<file path="config.mk">
export PLATFORM = sky130hd
export DESIGN_NAME = typea_anticollision_select
export DESIGN_NICKNAME = d
export VERILOG_FILES = /design/src/rtl/tacs_pkg.sv /design/src/rtl/typea_anticollision_select.sv /design/src/rtl/tacs_step.sv
export SDC_FILE = /design/constraint.sdc
export NUM_CORES = 1
export LEC_CHECK = 0
export ABC_AREA = 0
export BUFFER_PORTS_ARGS = -buffer_cell sky130_fd_sc_hd__buf_2
export CAP_MARGIN = 40
export CORE_MARGIN = 2
export CORE_UTILIZATION = 50
export CTS_BUF_LIST = sky130_fd_sc_hd__clkbuf_16
export DETAILED_ROUTE_END_ITERATION = 16
export GPL_TIMING_DRIVEN = 0
export PLACE_DENSITY = 0.78
export SYNTH_ARGS = -nofsm -noshare
export SYNTH_HDL_FRONTEND = slang
export SYNTH_SLANG_ARGS = --single-unit
export TNS_END_PERCENT = 10
</file>
<file path="constraint.sdc">
create_clock -name clk -period 5.6 [get_ports clk]
set_input_delay 1.12 -clock clk [delete_from_list [all_inputs] [get_ports clk]]
set_output_delay 1.12 -clock clk [all_outputs]
set_load 0.005 [all_outputs]
</file>
<file path="src/rtl/tacs_pkg.sv">
// ----------------------------------------------------------------------------
// tacs_pkg
// Shared types, codes and helpers for the type A cascade select sequencer.
// ----------------------------------------------------------------------------
`default_nettype none

package tacs_pkg;

	localparam int unsigned MAX_ATTEMPTS = 3;

	localparam logic [7:0] CASCADE_TAG = 8'h88;
	localparam logic [7:0] NVB_ANTI    = 8'h20;
	localparam logic [7:0] NVB_SEL     = 8'h70;
	localparam logic [7:0] SEL_BASE    = 8'h93;
	localparam int unsigned SAK_CASCADE_BIT = 2;
	localparam int unsigned SAK_ISO4_BIT    = 5;

	localparam logic [2:0] ANTI_TX_LEN = 3'd2;
	localparam logic [2:0] SEL_TX_LEN  = 3'd7;
	localparam logic [2:0] ANTI_RX_LEN = 3'd5;
	localparam logic [2:0] SEL_RX_LEN  = 3'd1;

	localparam logic CFG_TAG_MODE  = 1'b0;
	localparam logic CFG_TAG_VALUE = 1'b1;

	localparam logic KIND_START   = 1'b0;
	localparam logic KIND_OUTCOME = 1'b1;

	localparam logic [1:0] RX_OK      = 2'd0;
	localparam logic [1:0] RX_TIMEOUT = 2'd1;

	localparam logic [7:0] TAG_MODE_REJECT = 8'd0;
	localparam logic [7:0] TAG_MODE_VALUE  = 8'd1;

	typedef enum logic [1:0] {
		ACT_SEND    = 2'd0,
		ACT_DONE    = 2'd1,
		ACT_FAIL    = 2'd2,
		ACT_IGNORED = 2'd3
	} action_t;

	typedef enum logic [2:0] {
		ERR_NONE    = 3'd0,
		ERR_UID_LEN = 3'd1,
		ERR_COUNT   = 3'd2,
		ERR_BCC     = 3'd3,
		ERR_SELECT  = 3'd4,
		ERR_TAG     = 3'd5,
		ERR_TIMEOUT = 3'd6,
		ERR_COMM    = 3'd7
	} error_t;

	typedef enum logic [1:0] {
		PH_IDLE = 2'd0,
		PH_ANTI = 2'd1,
		PH_SAK  = 2'd2
	} phase_t;

	typedef struct packed {
		logic        kind;
		logic [3:0]  uid_length;
		logic [1:0]  rx_status;
		logic [2:0]  rx_count;
		logic [39:0] rx_data;
	} item_t;

	typedef struct packed {
		action_t     action;
		logic [55:0] tx_frame;
		logic [2:0]  tx_length;
		logic        crc_on;
		logic [2:0]  expected_count;
		error_t      error_code;
		logic [7:0]  sak_byte;
		logic [31:0] uid_part;
		logic [2:0]  uid_part_count;
		logic [1:0]  cascade_level;
		logic        iso4_compliant;
	} result_t;

	typedef struct packed {
		phase_t      phase;
		logic [1:0]  level;
		logic [3:0]  uid_bytes_left;
		logic [1:0]  attempts_used;
		logic [31:0] held_uid_bytes;
		logic [55:0] last_frame;
	} state_t;

	typedef struct packed {
		logic [7:0] tag_check_mode;
		logic [7:0] tag_check_value;
	} cfg_t;

	localparam state_t STATE_IDLE = '{
		phase: PH_IDLE, level: 2'd0, uid_bytes_left: 4'd0, attempts_used: 2'd0,
		held_uid_bytes: 32'd0, last_frame: 56'd0
	};

	function automatic logic [7:0] xor4(input logic [31:0] v);
		return v[7:0] ^ v[15:8] ^ v[23:16] ^ v[31:24];
	endfunction

	function automatic logic [7:0] sel_code(input logic [1:0] level);
		logic [1:0] idx;
		idx = level - 2'd1;
		return SEL_BASE + {5'd0, idx, 1'b0};
	endfunction

endpackage

`default_nettype wire

</file>
<file path="src/rtl/typea_anticollision_select.sv">
// ----------------------------------------------------------------------------
// typea_anticollision_select
// Reader-side cascade anticollision and select sequencer for type A cards.
// ----------------------------------------------------------------------------
//  channel   handshake              payload
//  in        in_valid / in_stall    kind, uid_length, rx_status, rx_count, rx_data
//  out       out_valid / out_stall  action .. iso4_compliant
//  cfg       cfg_we                 cfg_index, cfg_data
//
//  every word gives one result word, via the input register and the result register
//  one word per cycle sustained while not stalled; the state register is
//  updated in the cycle the input register moves into the result register
//  the input register holds while the result register is full and stalled
//  reset returns the sequencer to idle and clears both tag check registers
// ----------------------------------------------------------------------------
`default_nettype none

module typea_anticollision_select (
	input  wire         clk,
	input  wire         arst_n,
	input  wire         cfg_we,
	input  wire         cfg_index,
	input  wire  [7:0]  cfg_data,
	input  wire         in_valid,
	output logic        in_stall,
	input  wire         kind,
	input  wire  [3:0]  uid_length,
	input  wire  [1:0]  rx_status,
	input  wire  [2:0]  rx_count,
	input  wire  [39:0] rx_data,
	output logic        out_valid,
	input  wire         out_stall,
	output logic [1:0]  action,
	output logic [55:0] tx_frame,
	output logic [2:0]  tx_length,
	output logic        crc_on,
	output logic [2:0]  expected_count,
	output logic [2:0]  error_code,
	output logic [7:0]  sak_byte,
	output logic [31:0] uid_part,
	output logic [2:0]  uid_part_count,
	output logic [1:0]  cascade_level,
	output logic        iso4_compliant
);

	tacs_pkg::item_t   item_s1;
	logic              valid_s1;
	tacs_pkg::state_t  state_q;
	tacs_pkg::state_t  state_nxt;
	tacs_pkg::cfg_t    cfg_q;
	tacs_pkg::result_t res;
	tacs_pkg::result_t res_q;
	logic              advance;
	logic              in_take;

	assign advance = valid_s1 && (!out_valid || !out_stall);
	assign in_stall = valid_s1 && out_valid && out_stall;
	assign in_take = in_valid && !in_stall;

	tacs_step u_step (
		.item (item_s1),
		.st   (state_q),
		.cfg  (cfg_q),
		.nxt  (state_nxt),
		.res  (res)
	);

	always_ff @(posedge clk or negedge arst_n) begin
		if (!arst_n) begin
			cfg_q <= '0;
		end else if (cfg_we) begin
			if (cfg_index == tacs_pkg::CFG_TAG_MODE) begin
				cfg_q.tag_check_mode <= cfg_data;
			end else begin
				cfg_q.tag_check_value <= cfg_data;
			end
		end
	end

	// input register
	always_ff @(posedge clk or negedge arst_n) begin
		if (!arst_n) begin
			valid_s1 <= 1'b0;
		end else if (in_take) begin
			valid_s1 <= 1'b1;
		end else if (advance) begin
			valid_s1 <= 1'b0;
		end
	end

	always_ff @(posedge clk) begin
		if (in_take) begin
			item_s1 <= '{kind: kind, uid_length: uid_length, rx_status: rx_status,
				rx_count: rx_count, rx_data: rx_data};
		end
	end

	// sequencer state and result word
	always_ff @(posedge clk or negedge arst_n) begin
		if (!arst_n) begin
			state_q <= tacs_pkg::STATE_IDLE;
			out_valid <= 1'b0;
		end else if (advance) begin
			state_q <= state_nxt;
			out_valid <= 1'b1;
		end else if (!out_stall) begin
			out_valid <= 1'b0;
		end
	end

	always_ff @(posedge clk) begin
		if (advance) begin
			res_q <= res;
		end
	end

	assign action = res_q.action;
	assign tx_frame = res_q.tx_frame;
	assign tx_length = res_q.tx_length;
	assign crc_on = res_q.crc_on;
	assign expected_count = res_q.expected_count;
	assign error_code = res_q.error_code;
	assign sak_byte = res_q.sak_byte;
	assign uid_part = res_q.uid_part;
	assign uid_part_count = res_q.uid_part_count;
	assign cascade_level = res_q.cascade_level;
	assign iso4_compliant = res_q.iso4_compliant;

endmodule

`default_nettype wire

</file>
<file path="src/rtl/tacs_step.sv">
// ----------------------------------------------------------------------------
// tacs_step
// Next-state and result logic for one word of the select sequencer.
// ----------------------------------------------------------------------------
`default_nettype none

module tacs_step (
	input  var tacs_pkg::item_t   item,
	input  var tacs_pkg::state_t  st,
	input  var tacs_pkg::cfg_t    cfg,
	output tacs_pkg::state_t      nxt,
	output tacs_pkg::result_t     res
);

	function automatic tacs_pkg::result_t emit(input tacs_pkg::state_t s);
		tacs_pkg::result_t r;
		r = '0;
		r.action = tacs_pkg::ACT_SEND;
		r.tx_frame = s.last_frame;
		r.cascade_level = s.level;
		if (s.phase == tacs_pkg::PH_ANTI) begin
			r.tx_length = tacs_pkg::ANTI_TX_LEN;
			r.crc_on = 1'b0;
			r.expected_count = tacs_pkg::ANTI_RX_LEN;
		end else begin
			r.tx_length = tacs_pkg::SEL_TX_LEN;
			r.crc_on = 1'b1;
			r.expected_count = tacs_pkg::SEL_RX_LEN;
			if (s.uid_bytes_left == 4'd0) begin
				r.uid_part = s.held_uid_bytes;
				r.uid_part_count = 3'd4;
			end else begin
				r.uid_part = {8'd0, s.held_uid_bytes[31:8]};
				r.uid_part_count = 3'd3;
			end
		end
		return r;
	endfunction

	function automatic tacs_pkg::state_t to_anti(input tacs_pkg::state_t s);
		tacs_pkg::state_t n;
		n = s;
		n.phase = tacs_pkg::PH_ANTI;
		n.attempts_used = 2'd0;
		n.last_frame = {40'd0, tacs_pkg::NVB_ANTI, tacs_pkg::sel_code(s.level)};
		return n;
	endfunction

	function automatic tacs_pkg::state_t to_select(input tacs_pkg::state_t s);
		tacs_pkg::state_t n;
		n = s;
		n.phase = tacs_pkg::PH_SAK;
		n.attempts_used = 2'd0;
		n.last_frame = {tacs_pkg::xor4(s.held_uid_bytes), s.held_uid_bytes,
			tacs_pkg::NVB_SEL, tacs_pkg::sel_code(s.level)};
		return n;
	endfunction

	logic        len_ok;
	logic        tag_rejected;
	logic        timeout_spent;
	logic [7:0]  b0;
	logic [31:0] four;
	logic [7:0]  bcc;
	logic [7:0]  sak;
	tacs_pkg::state_t tmp;

	assign len_ok = (item.uid_length == 4'd4) || (item.uid_length == 4'd7) ||
		(item.uid_length == 4'd10);
	assign tag_rejected = (cfg.tag_check_mode == tacs_pkg::TAG_MODE_REJECT) ||
		((cfg.tag_check_mode == tacs_pkg::TAG_MODE_VALUE) && (cfg.tag_check_value == 8'd0));
	assign timeout_spent = ({1'b0, st.attempts_used} + 3'd1) >= 3'(tacs_pkg::MAX_ATTEMPTS);
	assign b0 = item.rx_data[7:0];
	assign four = item.rx_data[31:0];
	assign bcc = item.rx_data[39:32];
	assign sak = item.rx_data[7:0];

	always_comb begin
		res = '0;
		nxt = st;
		tmp = st;
		if (item.kind == tacs_pkg::KIND_START) begin
			if (!len_ok) begin
				nxt = tacs_pkg::STATE_IDLE;
				res.action = tacs_pkg::ACT_FAIL;
				res.error_code = tacs_pkg::ERR_UID_LEN;
			end else begin
				tmp = tacs_pkg::STATE_IDLE;
				tmp.level = 2'd1;
				tmp.uid_bytes_left = item.uid_length;
				nxt = to_anti(tmp);
				res = emit(nxt);
			end
		end else if (st.phase == tacs_pkg::PH_IDLE) begin
			res.action = tacs_pkg::ACT_IGNORED;
		end else if (item.rx_status == tacs_pkg::RX_TIMEOUT) begin
			if (timeout_spent) begin
				nxt = tacs_pkg::STATE_IDLE;
				res.action = tacs_pkg::ACT_FAIL;
				res.error_code = tacs_pkg::ERR_TIMEOUT;
				res.cascade_level = st.level;
			end else begin
				nxt.attempts_used = st.attempts_used + 2'd1;
				res = emit(st);
			end
		end else if (item.rx_status != tacs_pkg::RX_OK) begin
			nxt = tacs_pkg::STATE_IDLE;
			res.action = tacs_pkg::ACT_FAIL;
			res.error_code = tacs_pkg::ERR_COMM;
			res.cascade_level = st.level;
		end else if (st.phase == tacs_pkg::PH_ANTI) begin
			res.action = tacs_pkg::ACT_FAIL;
			res.cascade_level = st.level;
			nxt = tacs_pkg::STATE_IDLE;
			if (item.rx_count != tacs_pkg::ANTI_RX_LEN) begin
				res.error_code = tacs_pkg::ERR_COUNT;
			end else if ((tacs_pkg::xor4(four) ^ bcc) != 8'd0) begin
				res.error_code = tacs_pkg::ERR_BCC;
			end else if (st.uid_bytes_left <= 4'd4) begin
				if ((b0 == tacs_pkg::CASCADE_TAG) && tag_rejected) begin
					res.error_code = tacs_pkg::ERR_SELECT;
				end else begin
					tmp.held_uid_bytes = four;
					tmp.uid_bytes_left = 4'd0;
					nxt = to_select(tmp);
					res = emit(nxt);
				end
			end else begin
				if (b0 != tacs_pkg::CASCADE_TAG) begin
					res.error_code = tacs_pkg::ERR_TAG;
				end else begin
					tmp.held_uid_bytes = four;
					tmp.uid_bytes_left = st.uid_bytes_left - 4'd3;
					nxt = to_select(tmp);
					res = emit(nxt);
				end
			end
		end else begin
			res.cascade_level = st.level;
			nxt = tacs_pkg::STATE_IDLE;
			if (item.rx_count != tacs_pkg::SEL_RX_LEN) begin
				res.action = tacs_pkg::ACT_FAIL;
				res.error_code = tacs_pkg::ERR_COUNT;
			end else if (st.uid_bytes_left == 4'd0) begin
				res.sak_byte = sak;
				if (sak[tacs_pkg::SAK_CASCADE_BIT]) begin
					res.action = tacs_pkg::ACT_FAIL;
					res.error_code = tacs_pkg::ERR_SELECT;
				end else begin
					res.action = tacs_pkg::ACT_DONE;
					res.iso4_compliant = sak[tacs_pkg::SAK_ISO4_BIT];
				end
			end else if (!sak[tacs_pkg::SAK_CASCADE_BIT] || (st.level >= 2'd3)) begin
				res.action = tacs_pkg::ACT_FAIL;
				res.error_code = tacs_pkg::ERR_SELECT;
				res.sak_byte = sak;
			end else begin
				tmp.level = st.level + 2'd1;
				nxt = to_anti(tmp);
				res = emit(nxt);
				res.sak_byte = sak;
			end
		end
	end

endmodule

`default_nettype wire

</file>
# Word-level counts from Yosys, hierarchy flattened
# Cells that the tools add are included.
# classes
addsub,8
magnitude_cmp,3
n_eq_ne,16
muxes,73
n_bitwise,5
n_reduce_logical,29
# ops
cell,count
$mux 98,12
$mux 114,4
$mux 65,4
$mux 63,4
$mux 97,2
$mux 35,4
$mux 46,3
$mux 112,1
$mux 88,1
$mux 38,2
$mux 43,1
$mux 21,2
$xor 8x8->8,4
$mux 3,9
$mux 2,12
$mux 11,2
$add 8x3->8 const A,2
$logic_not 8->1,2
$ne 8x7->1 const B,2
$eq 4x3->1 const B,2
$eq 8x1->1 const B,1
$eq 8x8->1 const B,1
$logic_not 4->1,2
$mux 1,8
other kinds (29),47
# totals
ff_bits,280
input_bits,64
out_inout_bits,116
elab_cells,160

# Logic depth before layout (Yosys ltp)
# logic_depth
word_depth,13
depth_mapped,11
mapped_depth_nobuf,8

# Modules after synthesis
# A second synthesis with hierarchy kept.
# hier_totals
cells_unflattened,1118
area_unflattened_um2,13685.6
# modules_own_cells
module,n_inst,cells_each,area_each_um2
typea_anticollision_select,1,414,9297.7
tacs_step,1,704,4388.0

# Worst setup path before layout
# OpenSTA, ideal clock, no wires.
# synth_timing
path_kind,input to register
start,in out_stall
end,reg state_q[1] in the netlist's numbering
setup_ns,0.091
arrival_time_ns,3.820
t_required_ns,5.509
slack_ns,1.689
stages,4
path_cell_list,a21bo_2 -> inv_1 -> nand3_1 -> o21ai_0
# synth_via
elab_chain_len,4
# synth_lines
element,line,source
from (decl),typea_anticollision_select.sv:32,"input wire out_stall,"
$logic_not 1->1,--,
$logic_or 1x1->1,typea_anticollision_select.sv:56,assign advance = valid_s1 && (!out_valid || !out_stall);
$logic_and 1x1->1,typea_anticollision_select.sv:56,
net advance,typea_anticollision_select.sv:53,logic advance;
$reduce_and 3->1 (no line),--,
to (signal assigned),typea_anticollision_select.sv:101,state_q <= tacs_pkg::STATE_IDLE;
to (signal assigned),typea_anticollision_select.sv:104,state_q <= state_nxt;
to (decl),typea_anticollision_select.sv:48,tacs_pkg::state_t state_q;
# The timed path passes the listed nets, and every way through them passes these cells.
# A chain may end at the register's enable or synchronous reset.

# Worst setup path after layout
# layout_timing
start,reg item_s1[20] in the netlist's numbering
end,"reg res_q, in the netlist uid_part[3] (data pin)"
# layout_via
elab_chain_len,11
# layout_lines
element,line,source
from (decl),typea_anticollision_select.sv:46,tacs_pkg::item_t item_s1;
from (signal assigned),typea_anticollision_select.sv:93,"item_s1 <= '{kind: kind, uid_length: uid_length, rx_status: rx_status,"
$xor 8x8->8 (2 in series),tacs_pkg.sv:101,return v[7:0] ^ v[15:8] ^ v[23:16] ^ v[31:24];
$xor 8x8->8,tacs_step.sv:117,end else if ((tacs_pkg::xor4(four) ^ bcc) != 8'd0) begin
$reduce_bool 8->1,tacs_step.sv:117,
$mux 46,tacs_step.sv:117,
$mux 46,tacs_step.sv:115,if (item.rx_count != tacs_pkg::ANTI_RX_LEN) begin
$mux 114,tacs_step.sv:111,end else if (st.phase == tacs_pkg::PH_ANTI) begin
$mux 43,tacs_step.sv:106,end else if (item.rx_status != tacs_pkg::RX_OK) begin
$mux 114,tacs_step.sv:96,end else if (item.rx_status == tacs_pkg::RX_TIMEOUT) begin
$mux 112,tacs_step.sv:94,end else if (st.phase == tacs_pkg::PH_IDLE) begin
$mux 114,tacs_step.sv:82,if (item.kind == tacs_pkg::KIND_START) begin
to (signal assigned),typea_anticollision_select.sv:113,res_q <= res;
to (decl),typea_anticollision_select.sv:52,tacs_pkg::result_t res_q;
# Every way passes these cells.

==> impl_results.md <==
* Status: finished clean
* Max Cap Viol at 0
* Ys flop type: edfxtp_1
* CP peak stage delay at 550 ps
* CTS resizes at 0
* Cell count after synthesis at 872
* Ys async rst share at between 40% and 50%
* Slew Limit Fails at 0
* Worst IR Drop VDD at just under 200 uV
* Final WL at roughly 30 mm
* Worst Tran Pin Value at ~830 ps
* Syn Area/Cell at approximately 13 um2
* Router iterations before antenna repair at 5
* Crit-path leading delay family: simple AND/OR/NAND/NOR gates
* Minimum clock period at about 3300 ps
* Area Overhead vs Synth at 19.8%
* CP max FO at 10
* Clock root cell: clkbuf_16
* Die area at approximately 23000 um2
* Clock H-tree levels at 1
* TritonCTS clock tree: done
* Residual DRC at 0
* Vias at about 8300
* # clock sinks at 252
* Most common cell after layout, fill and taps aside: buf_2
* Site Rows at 54
* Slowest library cell on the worst path: nor3_2
* Ports at 180
* Flops & latches, synth at ~250
* Vias in the first global route at roughly 8000
* CP Cell Sequence: xnor2_1 > xnor3_1 > nand4_2 > nor3_2 > clkbuf_1 > o21ai_0 > a21oi_1
* Leak at between 5 and 6 nW
* Tot Pwr at 4.50 mW
* Post-route ant nets at 0
* Post-synth cell types at between 60 and 70
* Starting utilization of the core area at between 50% and 60%
* Starting DRT DRC Count at roughly 960
* Yosys warnings at 0
* IO buf count at 171
* Clock latency at the later pin of the worst-skew pair at approximately 540 ps
* Worst setup SP type: flop
* Tot GR Track Use at about a quarter
* Gr ovfl total at 0
* F_max at 0.303 GHz
* First-pass GRT wire length at approximately 47 mm
* Fillers at approximately 1700
* Routability cong. at about 0.95
* Layout Nets at 1153
* Data required, critical path at between 5000 and 6000 ps
* Hold violation total from the final report at 0
* EDFF count, synth at around 150
* Final setup fails at 0
* Hold Path Class: reg -> reg
* Postcts setup bufs at 0
* Initial antenna violation count at 0
* Arr. time, crit path at about 3600 ps
* Std-Cell Core Area at ~22000 um2
* Die Span Y at 153 um
* Crit. End Element: flop
* Dominant cell type by area after synthesis: edfxtp_1
* Largest net degree at the start of global routing at between 60 and 70
* Via/cell ratio at around 6
* Final worst-path cycle share at 58.9%
* Top cells by area, synth: edfxtp_1 (40%), dfrtp_1 (23%), a22o_1 (4.5%)
* CTS hold repair buffers at 0
* Post-DP HPWL at 21.2 mm
* CTS Buf Count at 27
* Seq/Total Area, Yosys at about 63%
* Pwr dens at approximately 340 nW/um2
* Clock slew at reported path FFs at ~60 ps
* Critical path class: reg -> reg
* Post-Syn Area at 11100 um2
* Most frequent cells in the layout: buf_2 (180), edfxtp_1 (148), dfrtp_1 (104)
* Pre-CTS setup slack at between 2000 and 2500 ps
* Skew final at about 21 ps
* Layout cells sized above 1 at between 20% and 30%
* Worst rel slew slack at between 40% and 50%
* Ant. Diodes at 0
* Setup TNS at 0 ps
* Final WS setup at between 2000 and 2500 ps
* Unrepaired setup endpoints after global routing: false
* DR WL/cell at 21.9 um
* Clock buffer depth at 3
* Post-synth top area share at between 30% and 40%
* Buf/Inv on CP at 1
* Die width at between 150 and 200 um
-- final cells by class --
class / count / area, um2 / share of cell area (%)
buffer: 72 / 369 / 2.77
clock buffer: 27 / 676 / 5.07
clock inverter: 22 / 195 / 1.46
inverter: 12 / 47.5 / 0.357
multi-input combinational: 543 / 3690 / 27.7
sequential: 252 / 7050 / 52.9
tap: 280 / 350 / 2.63
timing repair buffer: 176 / 948 / 7.12
-- worst paths after layout --
check | start | end | slack, ps | depth (start not counted)
worst max-delay path | item_s1[20] | uid_part[3] | 2300 | 7
worst min-delay path | valid_s1 | out_valid | 470 | 1
worst max register to register | item_s1[20] | uid_part[3] | 2300 | 7
worst min register to register | valid_s1 | out_valid | 470 | 1
max in group asynchronous | arst_n | state_q[40] | 4250 | 2
min in group asynchronous | arst_n | cfg_q[5] | 600 | 1
-- per-layer routing --
metal  track usage (%)  up-vias  part of all wire, %
met4              7.50        0                  2.7
li1                  -     3722                    -
met2              40.0      475                   47
met1              36.3     4068                   41
met5                 0        -                    0
met3              4.76       67                  9.2
-- synth_stat cells (5+ instances only) --
master    count
a21oi_1      28
and3_1        8
o31ai_1       6
buf_2         9
o21ai_0      28
ha_1          5
a22o_1       57
buf_4        21
clkbuf_1     40
and2_1        5
a41oi_1      16
inv_1        12
edfxtp_1    148
nand3_1      27
a22oi_1      66
a32oi_1       6
xnor3_1       8
dfrtp_1     104
a31oi_1       5
nor4_1        7
xnor2_1      17
nand2_1      58
nor2_1       83
a21o_1        5
a21bo_2       7
xor2_1        9
nor2b_1       7
mux2_2       16
nand2b_1      7
nor3_1       10
-- power breakdown --
part	total, mW	internal [mW]	leakage, nW	switching [mW]
registers	2.18	2.09	2.86	0.0871
logic	0.563	0.195	2.17	0.367
clock network	1.76	1.05	0.461	0.711
-- worst reg2reg max path, cell delays in order (launching register included) --
cell and delay, ps:
edfxtp_1 540, xnor2_1 470, xnor3_1 320, nand4_2 330, nor3_2 550, clkbuf_1 440
o21ai_0 160, a21oi_1 300
-- registers in the layout, summed over array words and instances, names as in the netlist --
register        flops
tx_length           2
state_q            86
uid_part_count      2
error_code          3
expected_count      1
iso4_compliant      1
tx_frame           45
cascade_level       2
action              2
cfg_q              16
item_s1            50
valid_s1            1
out_valid           1
uid_part           32
sak_byte            8
-- logic make-up after synthesis --
kind of cell    share of synthesized area [%]
xor+xnor                                 3.67
compound gates                           16.5
buf+inv                                  3.72
other cells                            0.0337
mux                                      1.71
flops                                    63.3
fa+ha+maj                               0.562
simple gates                             10.4
-- per-stage QoR --
step	std cells	hold WS, ps	utilization (%)	instance area [um2]
3_5_place_dp	1334	457	57.0	12400
2_1_floorplan	879	441	-	11200
3_3_place_gp	1330	446	56.6	12400
6_report	1384	472	61.1	13300
5_1_grt	1384	493	61.1	13300
4_1_cts	1383	472	61.0	13300
(Power assumes the default switching activity.)
